===== config.mk =====
export PLATFORM = sky130hd
export DESIGN_NAME = nbm_cell
export DESIGN_NICKNAME = d
export VERILOG_FILES = /design/src/hw/rtl/nbm_pkg.sv /design/src/hw/rtl/nbm_cell.sv
export SDC_FILE = /design/constraint.sdc
export NUM_CORES = 1
export LEC_CHECK = 0
export BUFFER_PORTS_ARGS = -buffer_cell sky130_fd_sc_hd__buf_2
export CORE_MARGIN = 1.5
export CORE_UTILIZATION = 52
export CTS_CLUSTER_DIAMETER = 40
export DETAILED_ROUTE_END_ITERATION = 8
export PLACE_DENSITY = 0.76
export SETUP_SLACK_MARGIN = 0.1
export SLEW_MARGIN = 40
export SYNTH_ARGS = -nofsm -noshare
export SYNTH_HDL_FRONTEND = slang
export SYNTH_SLANG_ARGS = --single-unit

===== constraint.sdc =====
create_clock -name clock -period 7 [get_ports clock]
set_input_delay 1.05 -clock clock [delete_from_list [all_inputs] [get_ports clock]]
set_output_delay 1.05 -clock clock [all_outputs]
set_load 0.005 [all_outputs]

===== src/hw/rtl/nbm_pkg.sv =====
package nbm_pkg;

   // Default node count of the matcher
   localparam int NODES_DEFAULT = 64;

   // Stream and register port widths
   localparam int REQ_DATA_W = 96;
   localparam int REQ_USER_W = 2;
   localparam int RSP_DATA_W = 8;
   localparam int CSR_INDEX_W = 1;
   localparam int CSR_DATA_W = 7;

   // Register indexes
   localparam logic [CSR_INDEX_W-1:0] CSR_START_NODE   = 1'b0;
   localparam logic [CSR_INDEX_W-1:0] CSR_ACTIVE_NODES = 1'b1;

   // Edge codes
   localparam logic signed [6:0] EDGE_NONE   = -7'sd1;
   localparam logic signed [6:0] EDGE_ACCEPT = -7'sd2;

   typedef enum logic [1:0] {
      REQ_LOAD_DESC = 2'd0,
      REQ_LOAD_SET  = 2'd1,
      REQ_FEED      = 2'd2,
      REQ_RESTART   = 2'd3
   } req_kind_type;

   // Payload fields of one request beat
   typedef struct packed {
      logic [5:0]        node_index;
      logic              node_is_epsilon;
      logic signed [6:0] edge_first;
      logic signed [6:0] edge_second;
      logic [1:0]        word_select;
      logic [63:0]       set_word;
      logic [7:0]        byte_in;
   } item_type;

   // Node descriptor circulating around the ring of cells
   typedef struct packed {
      logic              fire;
      logic signed [6:0] edge_first;
      logic signed [6:0] edge_second;
   } desc_type;

   // Flags collected along the chain during one lap
   typedef struct packed {
      logic rise;
      logic acc;
      logic live;
   } sweep_type;

   // Controls broadcast from the sequencer to every cell
   typedef struct packed {
      item_type    item;
      logic        wr_desc;
      logic        wr_set;
      logic        start;
      logic        refresh;
      logic        run;
      logic        commit;
      logic        feed;
      logic        restart;
      logic [5:0]  start_node;
      logic [6:0]  active_nodes;
   } ctl_type;

endpackage


===== src/hw/rtl/nbm_cell.sv =====
module nbm_cell #(
   parameter int NODES = nbm_pkg::NODES_DEFAULT,
   parameter int Index = 0
) (
   input  logic                clock,
   input  logic                reset,
   input  nbm_pkg::ctl_type    ctl,
   input  nbm_pkg::desc_type   desc_prev,
   input  nbm_pkg::sweep_type  sweep_prev,
   output nbm_pkg::desc_type   desc_out,
   output nbm_pkg::sweep_type  sweep_out
);
   import nbm_pkg::*;

   logic              active_ff, active_in;
   logic              eps_ff, eps_in;
   logic signed [6:0] e_first_ff, e_first_in;
   logic signed [6:0] e_second_ff, e_second_in;
   logic [63:0]       cset_ff [4];
   logic              reached_ff, reached_in;
   logic              fire_ff, fire_in;
   logic              rise_ff, rise_in;
   logic              acc_ff, acc_in;
   desc_type          desc_ff, desc_in;
   sweep_type         sweep_ff, sweep_in;

   logic        in_range;
   logic        sel_node;
   logic        hit_first;
   logic        hit_second;
   logic        hit;
   logic        has_acc;
   logic [63:0] cs_word;
   logic        cs_bit;
   logic        source;
   logic        start_hit;
   logic        live_loc;
   desc_type    own_desc;

   // Decode node position against the registers
   assign in_range  = 32'(ctl.active_nodes) > Index;
   assign sel_node  = 32'(ctl.item.node_index) == Index;
   assign start_hit = ctl.restart & in_range & (32'(ctl.start_node) == Index);

   // Match the passing descriptor's edges to this node
   assign hit_first  = !desc_ff.edge_first[6] && (32'(desc_ff.edge_first[5:0]) == Index);
   assign hit_second = !desc_ff.edge_second[6] && (32'(desc_ff.edge_second[5:0]) == Index);
   assign hit        = ctl.run & desc_ff.fire & in_range & (hit_first | hit_second);
   assign has_acc    = (e_first_ff == EDGE_ACCEPT) || (e_second_ff == EDGE_ACCEPT);

   // Look up the fed byte in this node's set
   assign cs_word = cset_ff[ctl.item.byte_in[7:6]];
   assign cs_bit  = cs_word[ctl.item.byte_in[5:0]];
   assign source  = ctl.feed & active_ff & ~eps_ff & in_range & cs_bit;

   assign live_loc = (ctl.feed | ctl.restart) ? (reached_ff & ~eps_ff & in_range)
                                              : (active_ff & in_range);

   always_comb begin
      own_desc.fire        = fire_in;
      own_desc.edge_first  = e_first_ff;
      own_desc.edge_second = e_second_ff;
   end

   // Node descriptor writes and the active bit
   always_comb begin
      eps_in      = eps_ff;
      e_first_in  = e_first_ff;
      e_second_in = e_second_ff;
      active_in   = active_ff;
      if (ctl.wr_desc && sel_node) begin
         eps_in      = ctl.item.node_is_epsilon;
         e_first_in  = ctl.item.edge_first;
         e_second_in = ctl.item.edge_second;
      end
      if (ctl.commit) begin
         active_in = reached_ff & ~eps_ff;
      end
   end

   // Closure walk: seed, refresh at lap ends, pass descriptors along the ring
   always_comb begin
      reached_in = reached_ff;
      fire_in    = fire_ff;
      rise_in    = rise_ff;
      acc_in     = acc_ff;
      desc_in    = desc_ff;
      if (ctl.start) begin
         reached_in = start_hit;
         fire_in    = source | (start_hit & eps_ff);
         rise_in    = fire_in;
         acc_in     = fire_in & has_acc;
         desc_in    = own_desc;
      end else if (ctl.refresh) begin
         reached_in = reached_ff | hit;
         fire_in    = fire_ff | (reached_in & eps_ff);
         rise_in    = fire_in & ~fire_ff;
         acc_in     = acc_ff | (fire_in & has_acc);
         desc_in    = own_desc;
      end else if (ctl.run) begin
         reached_in = reached_ff | hit;
         desc_in    = desc_prev;
      end
   end

   // Accumulate lap flags toward the chain end
   always_comb begin
      sweep_in = sweep_ff;
      if (ctl.run) begin
         sweep_in.rise = sweep_prev.rise | rise_ff;
         sweep_in.acc  = sweep_prev.acc | acc_ff;
         sweep_in.live = sweep_prev.live | live_loc;
      end
   end

   always_ff @(posedge clock) begin
      if (reset) begin
         active_ff   <= (Index == 0);
         eps_ff      <= 1'b0;
         e_first_ff  <= EDGE_NONE;
         e_second_ff <= EDGE_NONE;
         reached_ff  <= 1'b0;
         fire_ff     <= 1'b0;
         rise_ff     <= 1'b0;
         acc_ff      <= 1'b0;
         desc_ff     <= '0;
         sweep_ff    <= '0;
      end else begin
         active_ff   <= active_in;
         eps_ff      <= eps_in;
         e_first_ff  <= e_first_in;
         e_second_ff <= e_second_in;
         reached_ff  <= reached_in;
         fire_ff     <= fire_in;
         rise_ff     <= rise_in;
         acc_ff      <= acc_in;
         desc_ff     <= desc_in;
         sweep_ff    <= sweep_in;
      end
   end

   // Hold set words until written
   always_ff @(posedge clock) begin
      if (ctl.wr_set && sel_node) begin
         cset_ff[ctl.item.word_select] <= ctl.item.set_word;
      end
   end

   assign desc_out  = desc_ff;
   assign sweep_out = sweep_ff;

endmodule


=== Word level (Yosys, flattened, before mapping) ===
Memory sizes are Yosys's and may differ from the RTL's.
Cells that the tools add are included.

* Register bits: 38
* Memory bits (writable): 256
* Input port bits: 136
* Output and inout port bits: 18
* Word-level logic and storage cells: 77
* Memories: 1

* Magnitude comparators: 2
* Eq/ne operators: 2
* Multiplexer cells: 17
* Bitwise gates (word level): 28
* Reduce and logical (&&, ||, !) cells: 13

{| class="wikitable"
|+ Memories
! memory !! words !! width !! rd ports !! clocked after memory_dff !! wr ports !! RTL line !! text
|-
| cset_ff || 4 || 64 || 1 || 0 || 1 || nbm_cell.sv:19 || <nowiki>logic [63:0] cset_ff [4];</nowiki>
|}

{| class="wikitable"
|+ Operators with widths
! kind !! count
|-
| 2-to-1 mux 15 bit || 3
|-
| zero test 6 bit || 4
|-
| AND 1 bit || 17
|-
| == test 7 x 2 -> 1 bit, second input constant || 2
|-
| 2-to-1 mux 1 bit || 13
|-
| OR 1 bit || 9
|-
| > comparator 7 x 1 -> 1 bit, second input constant || 1
|-
| less-than comparator 6 x 7 -> 1 bit, second input constant || 1
|-
| binary-select mux 1 bit (select 6 bit) || 1
|-
| logical AND 1 bit || 4
|-
| nonzero test 3 bit || 1
|-
| zero test 1 bit || 2
|-
| inverter 1 bit || 2
|-
| nonzero test 2 bit || 1
|-
| logical OR 1 bit || 1
|}

=== Longest topological paths before layout ===
* Depth after elaboration: 11
* Mapped depth: 10
* Depth with buffers taken out: 7

=== Worst setup path before layout ===
OpenSTA, ideal clock, no wires.

* Path kind: input to register
* From: input port ctl[113] (netlist name)
* To: memory cset_ff[0][0] (enable)
* Library setup time: 0.565 ns
* Data arrival time: 6.287 ns
* Data required time: 6.435 ns
* Setup slack: 0.148 ns
* Stages: 4
* Buffers on the path: 0
* Path through: or4_1 -> nor3_1 -> nand2_1 -> nor3_1

* Word-level cells in the longest chain between the ends: 4

{| class="wikitable"
|+ Ends and longest elaborated chain
! what !! RTL line !! text
|-
| start: declaration || nbm_cell.sv:7 || <nowiki>input nbm_pkg::ctl_type ctl,</nowiki>
|-
| zero test 6 bit || nbm_cell.sv:42 || <nowiki>assign sel_node = 32'(ctl.item.node_index) == Index;</nowiki>
|-
| logical AND 1 bit || nbm_cell.sv:144 || <nowiki>if (ctl.wr_set && sel_node) begin</nowiki>
|-
| 2-to-1 mux 1 bit || nbm_cell.sv:144 ||
|-
| 2-to-1 mux 1 bit (implied by the code) || nbm_cell.sv:145 || <nowiki>cset_ff[ctl.item.word_select] <= ctl.item.set_word;</nowiki>
|-
| end: declaration || nbm_cell.sv:19 ||
|}

Every way passes these cells.

=== Worst setup path after layout ===
* From: input port ctl[27] (netlist name)
* To: register desc_ff (netlist bit desc_out[14])

* Word-level cells in the longest chain between the ends: 8

{| class="wikitable"
|+ Ends and longest elaborated chain
! what !! RTL line !! text
|-
| memory read (4 x 64 bit) * || - ||
|-
| binary-select mux 1 bit (select 6 bit) * || nbm_cell.sv:53 || <nowiki>assign cs_bit = cs_word[ctl.item.byte_in[5:0]];</nowiki>
|-
| 2-to-1 mux 1 bit (implied by the code) * || nbm_cell.sv:53 ||
|-
| AND 1 bit * || nbm_cell.sv:54 || <nowiki>assign source = ctl.feed & active_ff & ~eps_ff & in_range & cs_bit;</nowiki>
|-
| OR 1 bit * || nbm_cell.sv:90 || <nowiki>fire_in = source | (start_hit & eps_ff);</nowiki>
|-
| 2-to-1 mux 1 bit * || nbm_cell.sv:88 || <nowiki>if (ctl.start) begin</nowiki>
|-
| 2-to-1 mux 15 bit || nbm_cell.sv:94 || <nowiki>end else if (ctl.refresh) begin</nowiki>
|-
| 2-to-1 mux 15 bit * || nbm_cell.sv:88 ||
|-
| end signal: assignment || nbm_cell.sv:137 || <nowiki>desc_ff <= desc_in;</nowiki>
|-
| end: declaration || nbm_cell.sv:24 || <nowiki>desc_type desc_ff, desc_in;</nowiki>
|}

Every way passes the cells marked *; elsewhere a longest branch is shown, timed or not. The select of a mux whose other input is x is not followed.
A chain may end at the register's enable or synchronous reset.

==> flow_summary.json <==
{
  "crit_type": "in -> reg",
  "cts_root_buffer": "clkbuf_16",
  "grt_usage_pct": 22.1,
  "period_share_pct": 48.3,
  "ys_types": 48,
  "setup_ws_ps": 3620,
  "floorplan.initialDensity_pct": 53.1,
  "dieHeight_um": 153,
  "use_met3_pct": 4.81,
  "overflow": 0,
  "cp-end-kind": "register",
  "routed_via_density": 5.92,
  "grt_max_degree": 65,
  "start_kind": "primary input",
  "ctsResizeCount": 0,
  "clockPowerShare_pct": 48.2,
  "tns_ps": 0,
  "syn2layout_area_growth_pct": 20.2,
  "preCtsSetupSlack_ps": 2830,
  "clk_latency_ps": 520,
  "synth_edf_count": 256,
  "core_area_sq_um": 21900,
  "synth.ff_latch_count": 294,
  "grtUsageMet2_pct": 37.3,
  "clockBufferDepth": 3,
  "slew_viol_final": 0,
  "holdBufCountCts": 0,
  "p_switching_mw": 0.844,
  "slew_headroom_pct": 51.6,
  "nNetsFinal": 958,
  "status": "completed",
  "clock-sinks": 294,
  "drt-total-wl_um": 25600,
  "num_rows": 54,
  "die_area_sq_um": 23300,
  "grt_pass1_vias": 6911,
  "syn_inst": 658,
  "postCtsSetupBuffers": 0,
  "synthTopCellsByArea": "edfxtp_1, mux4_2, dfxtp_1, mux2i_1, nand2_1",
  "dp_hpwl_um": 16000,
  "syn_area_sq_um": 11600,
  "rsz0062_at_grt": "false",
  "comb_power_share_pct": 4.9,
  "ioPinCount": 154,
  "grt_pass1_wl_um": 39200,
  "wl_per_cell_um": 22.6,
  "finClkSkew_ps": 17.4,
  "p_int_mw": 3.26,
  "clk_pin_slew_ps": 60,
  "ys_warn_count": 0,
  "cts_tree": "yes",
  "io_buffer_count": 153,
  "pwr_density_cell_nw_per_um2": 293,
  "max_freq_ghz": 0.296,
  "fin_crit_ps": 3380,
  "numCtsBuffers": 37,
  "synth_common_cells": "edfxtp_1, mux4_2, nand2_1, dfxtp_1, nor2_1",
  "hold_path.class": "reg -> reg",
  "cap_viol_max_count": 0,
  "drtPass1Iterations": 5,
  "grt_antenna_before_repair": 3,
  "p_leak_nw": 4.93,
  "fin_util_pct": 63.9,
  "setup_viol": 0,
  "h-tree-depth": 2,
  "ys.flop_type": "edfxtp_1",
  "synth.top_cell.area_share_pct": 66.1,
  "synth_top_area_cell": "edfxtp_1",
  "ir_drop_mv": 0.223,
  "worst_pin_slew_ps": 727,
  "crit_required_ps": 7370,
  "synthesis.nets": 794,
  "arrival_ps": 3750,
  "num_vias": 6710,
  "path_max_fanout": 42,
  "power_frac_seq_pct": 46.9,
  "layout-drive-gt1-share_pct": 33.8,
  "die_w_um": 153,
  "place_congestion": 0.827,
  "switching_share_pct": 20.6,
  "ant_nets": 0,
  "syn_avg_cell_area_sq_um": 17.7,
  "top_usage_layer": "met2",
  "yosysSeqAreaShare_pct": 72.6,
  "post-route-drc-count": 0,
  "synthArstFlopShare_pct": 0,
  "gr-usage-met1_pct": 28.6,
  "drt-initial-drc-count": 730,
  "finalHoldViolations": 0,
  "synth.most_common_cell": "edfxtp_1"
}
## worst max-delay path: stages
cell and delay, ps:
buf_6 440, buf_4 510, mux4_2 560, mux2i_1 130
o22ai_1 90, a211oi_1 350, a22oi_1 180, a31oi_2 260
a221oi_1 110
## layer usage
layer | vias up | wire length (um)
met5 | - | 0
met1 | 3335 | 10100
met3 | 40 | 1930
li1 | 3004 | -
met2 | 331 | 13100
met4 | 0 | 509
## stage by stage
step / instance area (sq um) / power [mW] / std cells / hold slack [ps]
after floorplan: 11600 / 2.07 / 658 / 451
after global placement: 12600 / 2.15 / 1061 / 473
after detailed placement: 12700 / 2.16 / 1063 / 482
after CTS: 14000 / 4.13 / 1131 / 490
after global routing: 14000 / 4.22 / 1132 / 512
final: 14000 / 4.10 / 1133 / 490
## layout by cell type (no fill, tap or decap), types with 4 or more instances in the layout
cell	netlist	final
buf_2	10	151
a211oi_1	19	19
nand4_1	8	8
a22oi_1	11	11
nor4_1	5	5
clkbuf_16	0	37
o21ai_0	5	5
nand3_1	9	9
buf_4	4	6
dfxtp_1	38	38
mux2i_1	25	25
a21oi_1	14	14
inv_6	0	4
inv_1	7	7
nor3_1	13	11
nand2_1	50	50
nor2b_1	8	8
nand3b_1	18	18
nor2_1	36	34
edfxtp_1	256	256
clkinv_1	1	5
and2_1	4	4
clkbuf_1	16	8
bufinv_16	0	7
mux4_2	62	62
## cells by family (layout without fill, tap and decap cells)
group / count (synthesis) / count (layout) / synth area share, %
other: 0 / 2 / 0
buffers and inverters: 45 / 238 / 1.91
AO/OA/AOI/OAI: 68 / 68 / 4.17
flip-flops: 294 / 294 / 72.6
multiplexers: 89 / 89 / 14.3
AND/OR/NAND/NOR: 162 / 162 / 6.95
## area by class of cell
| class | instances | area (sq um) |
|---|---|---|
| Fill cell | 1533 | 7910 |
| Clock buffer | 45 | 956 |
| Inverter | 8 | 30.0 |
| Timing Repair Buffer | 162 | 865 |
| Multi-Input combinational cell | 319 | 2990 |
| Sequential cell | 294 | 8450 |
| Tap cell | 280 | 350 |
| Clock inverter | 23 | 342 |
| Antenna cell | 2 | 5.00 |
## registers in the layout, indices dropped and copies added, names as in the netlist
register,cells
cset_ff,256
desc_out,15
e_first_ff,7
e_second_ff,7
sweep_out,3
acc_ff,1
active_ff,1
eps_ff,1
fire_ff,1
reached_ff,1
rise_ff,1
## power by group through the flow
stage | logic, mW | clock network, mW | registers [mW]
floorplan | 0.109 | 0 | 1.96
global placement | 0.195 | 0 | 1.96
detailed placement | 0.199 | 0 | 1.96
CTS | 0.202 | 2.01 | 1.92
global route | 0.218 | 2.08 | 1.92
finish | 0.201 | 1.98 | 1.92
## worst paths after layout
kind	slack [ps]	to	cells past startpoint	from
max	3620	desc_out[14]$_SDFFE_PP0P_	9	ctl[27]
max reg2reg	4670	desc_out[14]$_SDFFE_PP0P_	6	cset_ff[2][62]$_DFFE_PP_
min	490	sweep_out[2]$_SDFFE_PP0P_	2	sweep_out[2]$_SDFFE_PP0P_
min reg2reg	490	sweep_out[2]$_SDFFE_PP0P_	2	sweep_out[2]$_SDFFE_PP0P_
(Power assumes the default switching activity.)
