$ cat src/hw/rtl/nbm_pkg.sv
package nbm_pkg;

   // Default node count of the matcher
   localparam int NODES_DEFAULT = 64;

   // Stream and register port widths
   localparam int REQ_DATA_W = 96;
   localparam int REQ_USER_W = 2;
   localparam int RSP_DATA_W = 8;
   localparam int CSR_INDEX_W = 1;
   localparam int CSR_DATA_W = 7;

   // Register indexes
   localparam logic [CSR_INDEX_W-1:0] CSR_START_NODE   = 1'b0;
   localparam logic [CSR_INDEX_W-1:0] CSR_ACTIVE_NODES = 1'b1;

   // Edge codes
   localparam logic signed [6:0] EDGE_NONE   = -7'sd1;
   localparam logic signed [6:0] EDGE_ACCEPT = -7'sd2;

   typedef enum logic [1:0] {
      REQ_LOAD_DESC = 2'd0,
      REQ_LOAD_SET  = 2'd1,
      REQ_FEED      = 2'd2,
      REQ_RESTART   = 2'd3
   } req_kind_type;

   // Payload fields of one request beat
   typedef struct packed {
      logic [5:0]        node_index;
      logic              node_is_epsilon;
      logic signed [6:0] edge_first;
      logic signed [6:0] edge_second;
      logic [1:0]        word_select;
      logic [63:0]       set_word;
      logic [7:0]        byte_in;
   } item_type;

   // Node descriptor circulating around the ring of cells
   typedef struct packed {
      logic              fire;
      logic signed [6:0] edge_first;
      logic signed [6:0] edge_second;
   } desc_type;

   // Flags collected along the chain during one lap
   typedef struct packed {
      logic rise;
      logic acc;
      logic live;
   } sweep_type;

   // Controls broadcast from the sequencer to every cell
   typedef struct packed {
      item_type    item;
      logic        wr_desc;
      logic        wr_set;
      logic        start;
      logic        refresh;
      logic        run;
      logic        commit;
      logic        feed;
      logic        restart;
      logic [5:0]  start_node;
      logic [6:0]  active_nodes;
   } ctl_type;

endpackage

$ cat src/hw/rtl/nbm_ctrl.sv
module nbm_ctrl #(
   parameter int NODES = nbm_pkg::NODES_DEFAULT
) (
   input  logic                                 clock,
   input  logic                                 reset,
   input  logic                                 req_tvalid,
   output logic                                 req_tready,
   input  nbm_pkg::req_kind_type                req_kind,
   input  nbm_pkg::item_type                    req_item,
   input  logic                                 csr_we,
   input  logic [nbm_pkg::CSR_INDEX_W-1:0]      csr_index,
   input  logic [nbm_pkg::CSR_DATA_W-1:0]       csr_wdata,
   input  nbm_pkg::sweep_type                   sweep_last,
   output nbm_pkg::ctl_type                     ctl,
   output logic                                 rsp_tvalid,
   input  logic                                 rsp_tready,
   output logic                                 rsp_matched,
   output logic                                 rsp_any_active
);
   import nbm_pkg::*;

   localparam int PhW = (NODES > 1) ? $clog2(NODES) : 1;
   localparam logic [PhW-1:0] PH_LAST = PhW'(NODES - 1);

   typedef enum logic [1:0] {
      IDLE,
      LAP,
      HOLD
   } state_type;

   state_type     state_ff, state_in;
   logic [PhW-1:0] ph_ff, ph_in;
   logic          lap_seen_ff, lap_seen_in;
   req_kind_type  kind_ff, kind_in;
   logic [5:0]    start_node_ff, start_node_in;
   logic [6:0]    active_nodes_ff, active_nodes_in;
   logic          live_ff, live_in;
   logic          live_ok_ff, live_ok_in;
   logic          res_matched_ff, res_matched_in;
   logic          res_live_ff, res_live_in;
   logic          rsp_valid_ff, rsp_valid_in;
   logic          rsp_matched_ff, rsp_matched_in;
   logic          rsp_live_ff, rsp_live_in;

   logic         accept;
   logic         is_load;
   logic         sweep_start;
   logic         boundary;
   logic         done;
   logic         slot_free;
   logic         push;
   req_kind_type cur_kind;

   assign req_tready  = (state_ff == IDLE);
   assign accept      = req_tvalid & req_tready;
   assign is_load     = (req_kind == REQ_LOAD_DESC) || (req_kind == REQ_LOAD_SET);
   assign sweep_start = accept & (!is_load | !live_ok_ff);
   assign boundary    = (state_ff == LAP) && (ph_ff == PH_LAST);
   assign done        = (state_ff == LAP) && lap_seen_ff && (ph_ff == '0) && !sweep_last.rise;
   assign slot_free   = !rsp_valid_ff | rsp_tready;
   assign push        = (state_ff == HOLD) && slot_free;
   assign cur_kind    = sweep_start ? req_kind : kind_ff;

   // Broadcast controls to the cells
   always_comb begin
      ctl.item         = req_item;
      ctl.wr_desc      = accept && (req_kind == REQ_LOAD_DESC);
      ctl.wr_set       = accept && (req_kind == REQ_LOAD_SET);
      ctl.start        = sweep_start;
      ctl.refresh      = boundary;
      ctl.run          = (state_ff == LAP);
      ctl.commit       = done && ((kind_ff == REQ_FEED) || (kind_ff == REQ_RESTART));
      ctl.feed         = (cur_kind == REQ_FEED);
      ctl.restart      = (cur_kind == REQ_RESTART);
      ctl.start_node   = start_node_ff;
      ctl.active_nodes = active_nodes_ff;
   end

   // Sequence items, laps and the output register
   always_comb begin
      state_in        = state_ff;
      ph_in           = ph_ff;
      lap_seen_in     = lap_seen_ff;
      kind_in         = kind_ff;
      start_node_in   = start_node_ff;
      active_nodes_in = active_nodes_ff;
      live_in         = live_ff;
      live_ok_in      = live_ok_ff;
      res_matched_in  = res_matched_ff;
      res_live_in     = res_live_ff;
      rsp_valid_in    = rsp_valid_ff & ~rsp_tready;
      rsp_matched_in  = rsp_matched_ff;
      rsp_live_in     = rsp_live_ff;

      unique case (state_ff)
         IDLE: begin
            if (sweep_start) begin
               state_in    = LAP;
               ph_in       = '0;
               lap_seen_in = 1'b0;
               kind_in     = req_kind;
            end else if (accept) begin
               state_in       = HOLD;
               res_matched_in = 1'b0;
               res_live_in    = live_ff;
            end
         end
         LAP: begin
            if (boundary) begin
               ph_in       = '0;
               lap_seen_in = 1'b1;
            end else begin
               ph_in = PhW'(ph_ff + 1'b1);
            end
            if (done) begin
               state_in       = HOLD;
               res_matched_in = sweep_last.acc && (kind_ff == REQ_FEED);
               res_live_in    = sweep_last.live;
               live_in        = sweep_last.live;
               live_ok_in     = 1'b1;
            end
         end
         HOLD: begin
            if (slot_free) begin
               state_in       = IDLE;
               rsp_valid_in   = 1'b1;
               rsp_matched_in = res_matched_ff;
               rsp_live_in    = res_live_ff;
            end
         end
         default: state_in = IDLE;
      endcase

      // Register writes; a new node count drops the cached live flag
      if (csr_we) begin
         unique case (csr_index)
            CSR_START_NODE:   start_node_in = csr_wdata[5:0];
            CSR_ACTIVE_NODES: begin
               active_nodes_in = csr_wdata;
               live_ok_in      = 1'b0;
            end
            default: ;
         endcase
      end
   end

   always_ff @(posedge clock) begin
      if (reset) begin
         state_ff        <= IDLE;
         ph_ff           <= '0;
         lap_seen_ff     <= 1'b0;
         kind_ff         <= REQ_LOAD_DESC;
         start_node_ff   <= 6'd0;
         active_nodes_ff <= 7'd64;
         live_ff         <= 1'b0;
         live_ok_ff      <= 1'b0;
         res_matched_ff  <= 1'b0;
         res_live_ff     <= 1'b0;
         rsp_valid_ff    <= 1'b0;
         rsp_matched_ff  <= 1'b0;
         rsp_live_ff     <= 1'b0;
      end else begin
         state_ff        <= state_in;
         ph_ff           <= ph_in;
         lap_seen_ff     <= lap_seen_in;
         kind_ff         <= kind_in;
         start_node_ff   <= start_node_in;
         active_nodes_ff <= active_nodes_in;
         live_ff         <= live_in;
         live_ok_ff      <= live_ok_in;
         res_matched_ff  <= res_matched_in;
         res_live_ff     <= res_live_in;
         rsp_valid_ff    <= rsp_valid_in;
         rsp_matched_ff  <= rsp_matched_in;
         rsp_live_ff     <= rsp_live_in;
      end
   end

   assign rsp_tvalid     = rsp_valid_ff;
   assign rsp_matched    = rsp_matched_ff;
   assign rsp_any_active = rsp_live_ff;

   // A walk item always enters a fresh lap
   a_walk_starts_lap: assert property (@(posedge clock) disable iff (reset)
      (accept && ((req_kind == REQ_FEED) || (req_kind == REQ_RESTART)))
      |=> (state_ff == LAP && ph_ff == '0 && !lap_seen_ff))
      else $error("walk item did not start a lap");

   // A finished result lands in the output register
   a_push_fills_slot: assert property (@(posedge clock) disable iff (reset)
      push |=> (rsp_valid_ff && state_ff == IDLE))
      else $error("finished result not placed in output register");

   // Node count write invalidates the cached live flag
   a_count_drops_cache: assert property (@(posedge clock) disable iff (reset)
      (csr_we && csr_index == CSR_ACTIVE_NODES) |=> !live_ok_ff)
      else $error("live flag still cached after node count write");

   // Only a feed can report a match
   a_match_only_feed: assert property (@(posedge clock) disable iff (reset)
      (state_ff == HOLD && res_matched_ff) |-> (kind_ff == REQ_FEED))
      else $error("match reported for a non-feed item");

endmodule

$ cat config.mk
export PLATFORM = sky130hd
export DESIGN_NAME = nbm_ctrl
export DESIGN_NICKNAME = d
export VERILOG_FILES = /design/src/hw/rtl/nbm_pkg.sv /design/src/hw/rtl/nbm_ctrl.sv
export SDC_FILE = /design/constraint.sdc
export NUM_CORES = 1
export LEC_CHECK = 0
export ABC_AREA = 1
export BUFFER_PORTS_ARGS = -buffer_cell sky130_fd_sc_hd__clkbuf_2
export CORE_AREA = 2 2 90 92
export CTS_CLUSTER_SIZE = 8
export DETAILED_ROUTE_END_ITERATION = 12
export DIE_AREA = 0 0 92 94
export PLACE_DENSITY_LB_ADDON = 0.05
export RECOVER_POWER = 25
export SETUP_SLACK_MARGIN = 0.05
export SLEW_MARGIN = 20
export SYNTH_ARGS = -nofsm -noshare
export SYNTH_HDL_FRONTEND = slang
export SYNTH_SLANG_ARGS = --single-unit
$ cat constraint.sdc
create_clock -name clock -period 1.7 [get_ports clock]
set_input_delay 0.085 -clock clock [delete_from_list [all_inputs] [get_ports clock]]
set_output_delay 0.085 -clock clock [all_outputs]
set_load 0.02 [all_outputs]
### Word-level counts from Yosys, hierarchy flattened

Cells that the tools add are included.

| storage, ports and cells | value |
|---|---|
| logic and storage cells | 88 |
| output and inout bits | 120 |
| register bits after elaboration | 31 |
| bits of input ports | 113 |

| cells by class | value |
|---|---|
| eq/ne operators | 15 |
| mux-type cells | 26 |
| bitwise gates (word level) | 7 |
| reduce and logical (&&, ||, !) cells | 26 |
| add/sub/neg operators | 1 |

Operators with widths:

| kind | count |
|---|---|
| $mux 1 | 14 |
| $mux 6 | 2 |
| $pmux 6 s2 | 1 |
| $eq 2x2->1 const B | 5 |
| $mux 2 | 5 |
| $reduce_and 2->1 | 5 |
| $logic_and 1x1->1 | 8 |
| $ne 2x1->1 const B | 4 |
| $add 6x1->6 const B | 1 |
| $eq 6x6->1 const B | 1 |
| $logic_not 6->1 | 1 |
| $pmux 1 s2 | 3 |
| $pmux 2 s3 | 1 |
| $reduce_and 3->1 | 2 |
| $eq 2x1->1 const B | 2 |
| $logic_not 1->1 | 4 |
| $logic_not 2->1 | 2 |
| $ne 2x2->1 const B | 2 |
| $reduce_and 4->1 | 1 |
| $and 1x1->1 | 3 |
| $ne 3x1->1 const B | 1 |
| $logic_or 1x1->1 | 2 |
| $not 1->1 | 2 |
| $or 1x1->1 | 2 |
| $reduce_bool 2->1 | 1 |

### Logic depth before layout (Yosys ltp)

Gate-level depths: netlist (run 1).

| logic depth | value |
|---|---|
| depth after elaboration | 8 |
| mapped depth | 9 |
| gate-level depth less buffers | 8 |

### Least setup slack after synthesis (run 1)

No wires, ideal clock.

| path | value |
|---|---|
| kind | register to output |
| start point | register state_ff[1] |
| end point | output port ctl[13] in the netlist's numbering |
| cell stages (with the launch flop) | 9 |
| required time | 1.615 ns |
| data arrival time | 1.207 ns |
| setup slack | 0.408 ns |
| path buffers | 1 |
| cell sequence | dfxtp_1 inv_2 nand2_2 nor2_4 nand2_2 buf_6 o21ai_2 inv_2 nor2_1 |

RTL lines:

| what | line | text |
|---|---|---|
| from (decl) | nbm_ctrl.sv:31 | `state_type state_ff, state_in;` |
| from (signal assigned) | nbm_ctrl.sv:163 | `state_ff <= state_in;` |
| to (decl) | nbm_ctrl.sv:14 | `output nbm_pkg::ctl_type ctl,` |

==> impl_results.md, run 1 <==
- Mapped Cells: 296
- Placed inst area: 1730 sq um
- Yosys cell types: 24
- Synth area leader: buf_4
- DR iter-0 viols: 43
- PwrDens: 852 nW/um^2
- Final nets: 364
- Routed wl met2: 1740 microns
- Vias in the first global route: 1,414
- Placed wire-length estimate: 3100 microns
- CP required: 1.62 ns
- GP Congestion: 0.710
- Synthesized cell area: 2130 sq um
- Post-DRT Antenna Nets: 0
- Wl on met1: 1970 microns
- First-pass GRT wire length: 6820 microns
- Storage element area: 624 sq um
- VDD IR max: 0.210 mV
- Die area: 8650 sq um
- Max_cap viols: 0
- CTS tree: done
- Clk_lat worst skew: 0.28 ns
- Worst slew margin: 0.797
- Max Root-Sink Buffers: 2
- Root Driver: clkbuf_8
- DR vias/cell: 4.13
- Synth area leaders: buf_4, dfxtp_1, nor2_1, nand2_1, inv_1
- Final Cell Area: 1850 sq um
- Gr ovfl total: 0
- Detailed-route wire length per cell: 12.0 microns
- CTS clk-pin slew, worst paths: 0.07 ns
- DRT Pass-1 Iters: 4
- Uppermost layer routed: met4
- Post-Syn Area per Cell: 7.20 sq um
- TNS Setup: 0 ns
- Core ar.: 7610 sq um
- #FFs+latches synth: 31
- P&R area growth vs syn: -13.0%
- Syn Nets: 411
- Initial antenna violation count: 0
- Port buffer count: 42
- Static leakage: 0.000860 uW
- Clock Skew: 0.00375 ns
- GR Util All Layers: 0.0996
- RSZ-0062 raised after global routing: true
- Slew Viols, Final: 0
- Routed wire length: 4230 microns
- Multi-input gate area: 657 sq um
- Die W: 92 microns
- CTS Buf Count: 5
- Htree depth: 2
- Max FO, Critical Path: 6
- Final Total Pwr: 1580 uW
- Reg2Reg Setup Slack: 0.37 ns
- Share of post-route cells with drive strength above 1: 0.300
- Final worst path period need: 1.56 ns
- Crit. End Element: output port
- Chip height: 94 microns
- Clk sinks: 31
- Worst setup SP type: flop
- Drt drc: 0
- Worst Path Arrival: 1.47 ns
- Final setup vio count: 0
- Synth top area share: 0.345
- CP Class: reg -> out
- Crit share post-route: 0.915
- Boundary Pins: 233
- Worst min-delay path class: in -> reg
- Synth warnings: 0
- Register area share after synthesis: 0.291
- Status: complete, no violations
- Fmax: 643 MHz
- Slew @ Worst Pin: 0.305 ns
- Starting Density: 0.280
- Vias post-DR: 1,455
- Largest net degree at the start of global routing: 19
- Final Hold Viols: 0
- Antenna cells: 0
- Row cnt: 32
- Fill count: 895
- Met3 Wirelength: 438 microns
-- metrics by stage --
stage               hold WS [ns]   util  setup WS, ns  cells
CTS                      0.00560  0.240        0.0673    350
detailed placement         0.170  0.227         0.309    340
global route              0.0194  0.244        0.0132    352
finish                    0.0116  0.244         0.145    352
global placement           0.170  0.227         0.334    340
floorplan                  0.198      -         0.408    296
-- timing repair --
item,4_1_cts,5_1_grt
endpoints found under the hold margin,0,0
setup endpoints to repair,4,3
pin swaps,2,1
hold buffers,0,0
gates resized for setup,1,4
setup buffers,2,2
-- cell usage after synthesis (all sizes together) --
library cell	instances
nand4	1
clkbuf	3
a21boi	1
o21ai	18
nor3	3
a21oi	14
dfxtp	31
or2	1
nand2	33
nand3	15
a211oi	1
ha	2
inv	29
nor2	45
buf	99
-- path summary, 6_finish.rpt --
| check | from | endpoint | depth (start not counted) |
|---|---|---|---|
| min reg2reg | res_live_ff | rsp_any_active | 2 |
| max | ph_ff[0] | ctl[17] | 6 |
| max reg2reg | ph_ff[0] | ph_ff[0] | 7 |
| min | csr_wdata[6] | active_nodes_ff[6] | 3 |
-- worst max-delay path, stage by stage (launching register included) --
cell and delay, ns:
dfxtp_2 0.37, ha_1 0.18, nand3_1 0.14, nor2_2 0.17, nand2_1 0.10, inv_1 0.07, clkbuf_2 0.16
-- logic make-up (layout without fill, tap and decap cells) --
logic type                 after synthesis  after routing  share of synthesized area
DFF                                     31             31                      0.291
AOI/OAI and AO/OA                       34             34                     0.0863
and+or+nand+nor                         98             98                      0.204
buffers and inverters                  131             85                      0.407
adders and majority gates                2              2                     0.0117
-- where the power goes --
| part | switching [uW] | internal [uW] |
|---|---|---|
| combinational | 155 | 80.9 |
| sequential | 17.3 | 756 |
| clock | 284 | 287 |
| total | 456 | 1120 |
-- routing by layer --
metal / global-route usage / vias up
met5: 0 / -
met4: 0.0423 / 0
met3: 0.0530 / 17
met2: 0.143 / 78
met1: 0.124 / 639
li1: - / 721
-- layout by cell type, fill, tap and decap left out, types with 2 or more instances in the layout --
| cell type | synthesis | routed |
|---|---|---|
| clkbuf_2 | 0 | 42 |
| nor2_1 | 41 | 41 |
| nand2_1 | 31 | 31 |
| dfxtp_1 | 31 | 28 |
| inv_1 | 22 | 22 |
| o21ai_0 | 15 | 15 |
| nand3_1 | 14 | 14 |
| a21oi_1 | 14 | 14 |
| inv_2 | 7 | 7 |
| buf_4 | 98 | 6 |
| clkbuf_8 | 0 | 5 |
| nor2_4 | 3 | 3 |
| dfxtp_2 | 0 | 3 |
| nor3_1 | 2 | 2 |
| o21ai_1 | 2 | 2 |
| ha_1 | 2 | 2 |
| clkbuf_1 | 3 | 2 |
-- layout make-up --
class                   instances  share of cell area
inverters                      29              0.0587
multi-input cells             134               0.354
clock buffers                   7              0.0412
repair buffers                 48               0.138
well taps                     102              0.0688
clock inverters                 1             0.00270
flip-flops and latches         31               0.337
-- state kept, by name (all words and copies together) (netlist names) --
name and flops:
active_nodes_ff 7, kind_ff 2, lap_seen_ff 1, live_ff 1, live_ok_ff 1, ph_ff 6, res_live_ff 1, res_matched_ff 1
rsp_any_active 1, rsp_matched 1, rsp_tvalid 1, start_node_ff 6, state_ff 2
Power figures use the tool's default switching activity.
==> run 2, diff against run 1 <==
- CORE_AREA: 2 2 90 92 -> 2 2 91 93
- DIE_AREA: 0 0 92 94 -> 0 0 93 95
==> impl_results.md, run 2 (synthesized netlist as in run 1, its figures left out) <==
- Status: complete, no violations
- Antenna cells: 0
- Clk sinks: 31
- WHS: 0.0420 ns
- Routed wire length: 4510 microns
- DR vias/cell: 4.03
- Flop pwr share: 0.431
- CP delay by family, top: simple AND/OR/NAND/NOR gates
- Most frequent cells in the layout: nor2_1, clkbuf_2, nand2_1
- Top Registers: active_nodes_ff: 7 flops, ph_ff: 6 flops, start_node_ff: 6 flops
- Gr ovfl total: 0
- Final setup vio count: 0
- CTS clk-pin slew, worst paths: 0.08 ns
- CP Class: reg -> out
- Largest net degree at the start of global routing: 14
- Vias in the first global route: 1,403
- Fill count: 919
- Row cnt: 33
- Final nets: 371
- Starting Density: 0.269
- Boundary Pins: 233
- Largest register FFs: 7
- VDD IR max: 0.382 mV
- Switching power: 501 uW
- Slowest stage cell, crit path: dfxtp_1
- Max_cap viols: 0
- Worst slew margin: 0.778
- Biggest register: active_nodes_ff
- Static leakage: 0.000914 uW
- Crit share post-route: 0.905
- Initial antenna violation count: 0
- Final worst path period need: 1.54 ns
- Vias post-DR: 1,459
- Htree depth: 2
- Chip height: 95 microns
- Port buffer count: 42
- Final Cell Area: 2010 sq um
- CP required: 1.62 ns
- Clock Power Share: 0.418
- Crit. End Element: output port
- CTS Buf Count: 5
- Core ar.: 7930 sq um
- Final Total Pwr: 1800 uW
- Die W: 93 microns
- Max FO, Critical Path: 5
- Comb pwr share: 0.151
- Post-DRT Antenna Nets: 0
- RSZ-0062 raised after global routing: true
- CTS tree: done
- Max Root-Sink Buffers: 2
- Slew Viols, Final: 0
- Buffers plus inverters on the worst setup path: 2
- P&R area growth vs syn: -5.58%
- TNS Setup: 0 ns
- Largest stage delay, worst path: 0.31 ns
- DR iter-0 viols: 36
- Switch share: 0.279
- Die area: 8840 sq um
- First-pass GRT wire length: 6920 microns
- Final Hold Viols: 0
- Worst Path Arrival: 1.45 ns
- PwrDens: 892 nW/um^2
- Detailed-route wire length per cell: 12.5 microns
- Share of post-route cells with drive strength above 1: 0.354
- Critical path depth: 7
- Root Driver: clkbuf_8
- Drt drc: 0
- Placed inst area: 1750 sq um
- Fmax: 650 MHz
- Clock Skew: 0.00689 ns
- GP Congestion: 0.687
- Worst setup SP type: flop
- WHS Path Cells: 3
- Worst min-delay path class: in -> reg
- Slew @ Worst Pin: 0.333 ns
- Internal Power: 1290 uW
- CP cell instances: inv_2 -> nand2_2 -> nor2_4 -> nand2_8 -> a21boi_2 -> nor2_1 -> buf_2
- Placed wire-length estimate: 3350 microns
- DRT Pass-1 Iters: 3
- R2R cell count: 8
- GR Util All Layers: 0.101
- Clk_lat worst skew: 0.29 ns
-- run 2: cell count changes in the layout (fill, tap and decap cells not counted), moves of 2 or more --
| cell | before | now |
|---|---|---|
| nor2_4 | 3 | 6 |
| clkbuf_2 | 42 | 38 |
| nand2_2 | 1 | 3 |
| buf_4 | 6 | 14 |
| nor2_1 | 41 | 38 |
| clkbuf_1 | 2 | 0 |
| nand2_1 | 31 | 29 |
-- run 2: power by group through the flow --
stage | registers (uW) | logic (uW) | clock network (uW)
after CTS | 774 | 243 | 797
after global routing | 778 | 300 | 819
after detailed placement | 790 | 237 | 0
after floorplan | 812 | 454 | 0
final | 774 | 271 | 751
after global placement | 789 | 242 | 0
-- run 2: layout make-up --
class                   instances  area [sq um]  area share
multi-input cells             134           712       0.354
flip-flops and latches         31           627       0.311
repair buffers                 55           322       0.160
well taps                     105           131      0.0653
inverters                      29           109      0.0541
clock buffers                   5          68.8      0.0342
clock inverters                 3          43.8      0.0218
-- run 2: final timing paths --
kind | endpoint | startpoint | slack [ns]
worst max-delay path | ctl[14] | state_ff[0] | 0.16
worst min-delay path | start_node_ff[5] | csr_wdata[5] | 0.04
worst max register to register | res_matched_ff | ph_ff[0] | 0.32
worst min register to register | live_ff | live_ff | 0.47
-- run 2: routing by layer --
layer  up-vias  part of all wire  GRT usage  wire (microns)
li1        736                 -          -               -
met1       628              0.46      0.124            2060
met2        80              0.42      0.144            1880
met3        15              0.11     0.0599             516
met4         0             0.013     0.0392              58
met5         -                 0          0               0
-- run 2: timing repair --
action                     in CTS  in global routing
setup buffers                   0                  8
gates resized for setup         5                 22
setup endpoints to repair       4                  4
pin swaps                       1                  4
hold endpoints to repair        1                  0
hold buffers                    1                  0
-- run 2: per-stage QoR --
stage,util,worst slack [ns],instances
6_report,0.254,0.161,362
5_1_grt,0.254,0.0437,362
4_1_cts,0.238,0.00460,354
3_3_place_gp,0.220,0.316,345
2_1_floorplan,-,0.408,296
3_5_place_dp,0.220,0.268,345
-- run 2: worst reg2reg max path, delay by kind of cell, from the launching register on --
kind,cells,cell delay [ns]
buffers and inverters,2,0.24
AOI/OAI and AO/OA,1,0.12
DFF,1,0.36
and+or+nand+nor,4,0.39
adders and majority gates,1,0.16
==> run 3, diff against run 2 <==
- CTS_CLUSTER_SIZE: 8 -> 24
- PLACE_DENSITY: unset -> 0.73
- PLACE_DENSITY_LB_ADDON: 0.05 -> unset
- clock period: 1.7 -> 1.72 ns (I/O delays scaled with it)
==> impl_results.md, run 3 (synthesized netlist as in run 1, its figures left out) <==
- Die W: 93 microns
- Slew Viols, Final: 0
- Boundary Pins: 233
- Vias post-DR: 1,506
- CTS tree: done
- Final worst path period need: 1.56 ns
- Most common cell after layout, fill and taps aside: clkbuf_2
- Largest register FFs: 7
- CTS Buf Count: 5
- PwrDens: 854 nW/um^2
- Port buffer count: 42
- Final setup vio count: 0
- Antenna cells: 0
- CP cell instances: ha_2 -> nand3_1 -> nor2_2 -> nand2_1 -> inv_1 -> clkbuf_2
- Detailed-route wire length per cell: 12.9 microns
- Vias in the first global route: 1,399
- Final core occ: 0.232
- Initial antenna violation count: 0
- Die area: 8840 sq um
- Chip height: 95 microns
- Clk_lat worst skew: 0.28 ns
- Static leakage: 0.000848 uW
- RSZ-0062 raised after global routing: true
- DR iter-0 viols: 40
- TNS Setup: 0 ns
- CP Class: reg -> out
- Slew @ Worst Pin: 0.584 ns
- Worst Path Arrival: 1.48 ns
- Largest net degree at the start of global routing: 22
- Routed wire length: 4520 microns
- Worst slew margin: 0.610
- Hold-fix buffers, CTS: 0
- Clk sinks: 31
- Largest stage delay, worst path: 0.38 ns
- GR Util All Layers: 0.101
- Fmax: 640 MHz
- Crit. End Element: output port
- Core ar.: 7930 sq um
- Placed wire-length estimate: 3590 microns
- Dpl ws: 0.329 ns
- Max FO, Critical Path: 6
- Post-DRT Antenna Nets: 0
- Worst setup SP type: flop
- Final Cell Area: 1840 sq um
- Drt drc: 0
- Starting Density: 0.269
- Biggest register: active_nodes_ff
- Root Driver: clkbuf_8
- Row cnt: 33
- Slowest stage cell, crit path: dfxtp_2
- Placed inst area: 1720 sq um
- Max_cap viols: 0
- Final nets: 361
- CP required: 1.63 ns
- Clock Skew: 0.00883 ns
- P&R area growth vs syn: -13.6%
- Share of post-route cells with drive strength above 1: 0.305
- Most frequent cells in the layout: clkbuf_2, nor2_1, nand2_1
- VDD IR max: 0.285 mV
- Crit share post-route: 0.908
- First-pass GRT wire length: 6920 microns
- CTS clk-pin slew, worst paths: 0.07 ns
- Reg2Reg Setup Slack: 0.40 ns
- Status: complete, no violations
- Final Hold Viols: 0
- Top Registers: active_nodes_ff: 7 flops, ph_ff: 6 flops, start_node_ff: 6 flops
- Setup ws final: 0.158 ns
- Max Root-Sink Buffers: 2
- DRT Pass-1 Iters: 4
- Worst min-delay path class: in -> reg
- Gr ovfl total: 0
- Htree depth: 2
- DR vias/cell: 4.29
- GP Congestion: 0.797
[run 3: final timing paths]
| kind | depth (start not counted) | endpoint | start |
|---|---|---|---|
| worst max register to register | 7 | ph_ff[0] | ph_ff[0] |
| worst min-delay path | 3 | active_nodes_ff[6] | csr_wdata[6] |
| worst min register to register | 2 | live_ff | live_ff |
| worst max-delay path | 6 | ctl[17] | ph_ff[0] |
[run 3: critical path, delay by kind of cell, from the launching register on]
| kind | cells | cell delay [ns] |
|---|---|---|
| buf+inv | 2 | 0.24 |
| simple gates | 3 | 0.38 |
| fa+ha+maj | 1 | 0.20 |
| flops | 1 | 0.38 |
[run 3: area by class of cell]
| class | count | area (sq um) |
|---|---|---|
| fill | 889 | 6090 |
| multi-input combinational | 134 | 658 |
| sequential | 31 | 623 |
| timing repair buffer | 45 | 233 |
| tap | 105 | 131 |
| inverter | 29 | 109 |
| clock buffer | 6 | 82.6 |
| clock inverter | 1 | 5.00 |
[run 3: repair_timing]
item	CTS	global route
setup buffers	1	2
gates cloned	0	0
setup endpoints to repair	2	4
resized for setup	1	6
pin swaps	0	2
[run 3: per-stage QoR]
step	total power (uW)	hold slack [ns]	std cells
floorplan	1250	0.199	296
global placement	995	0.172	341
detailed placement	1000	0.172	341
CTS	1600	0.00313	349
global route	1650	0.0209	351
finish	1570	0.0113	351
[run 3: power by group]
part           switching (uW)  internal, uW  total, uW
Sequential               18.7           747        766
Combinational             150          74.8        224
Clock                     269           314        583
[run 3: per-layer routing]
metal  routed length (microns)  global-route usage
met2                      2070               0.159
met4                       207              0.0600
met3                       605              0.0599
met1                      1640               0.104
met5                         0                   0
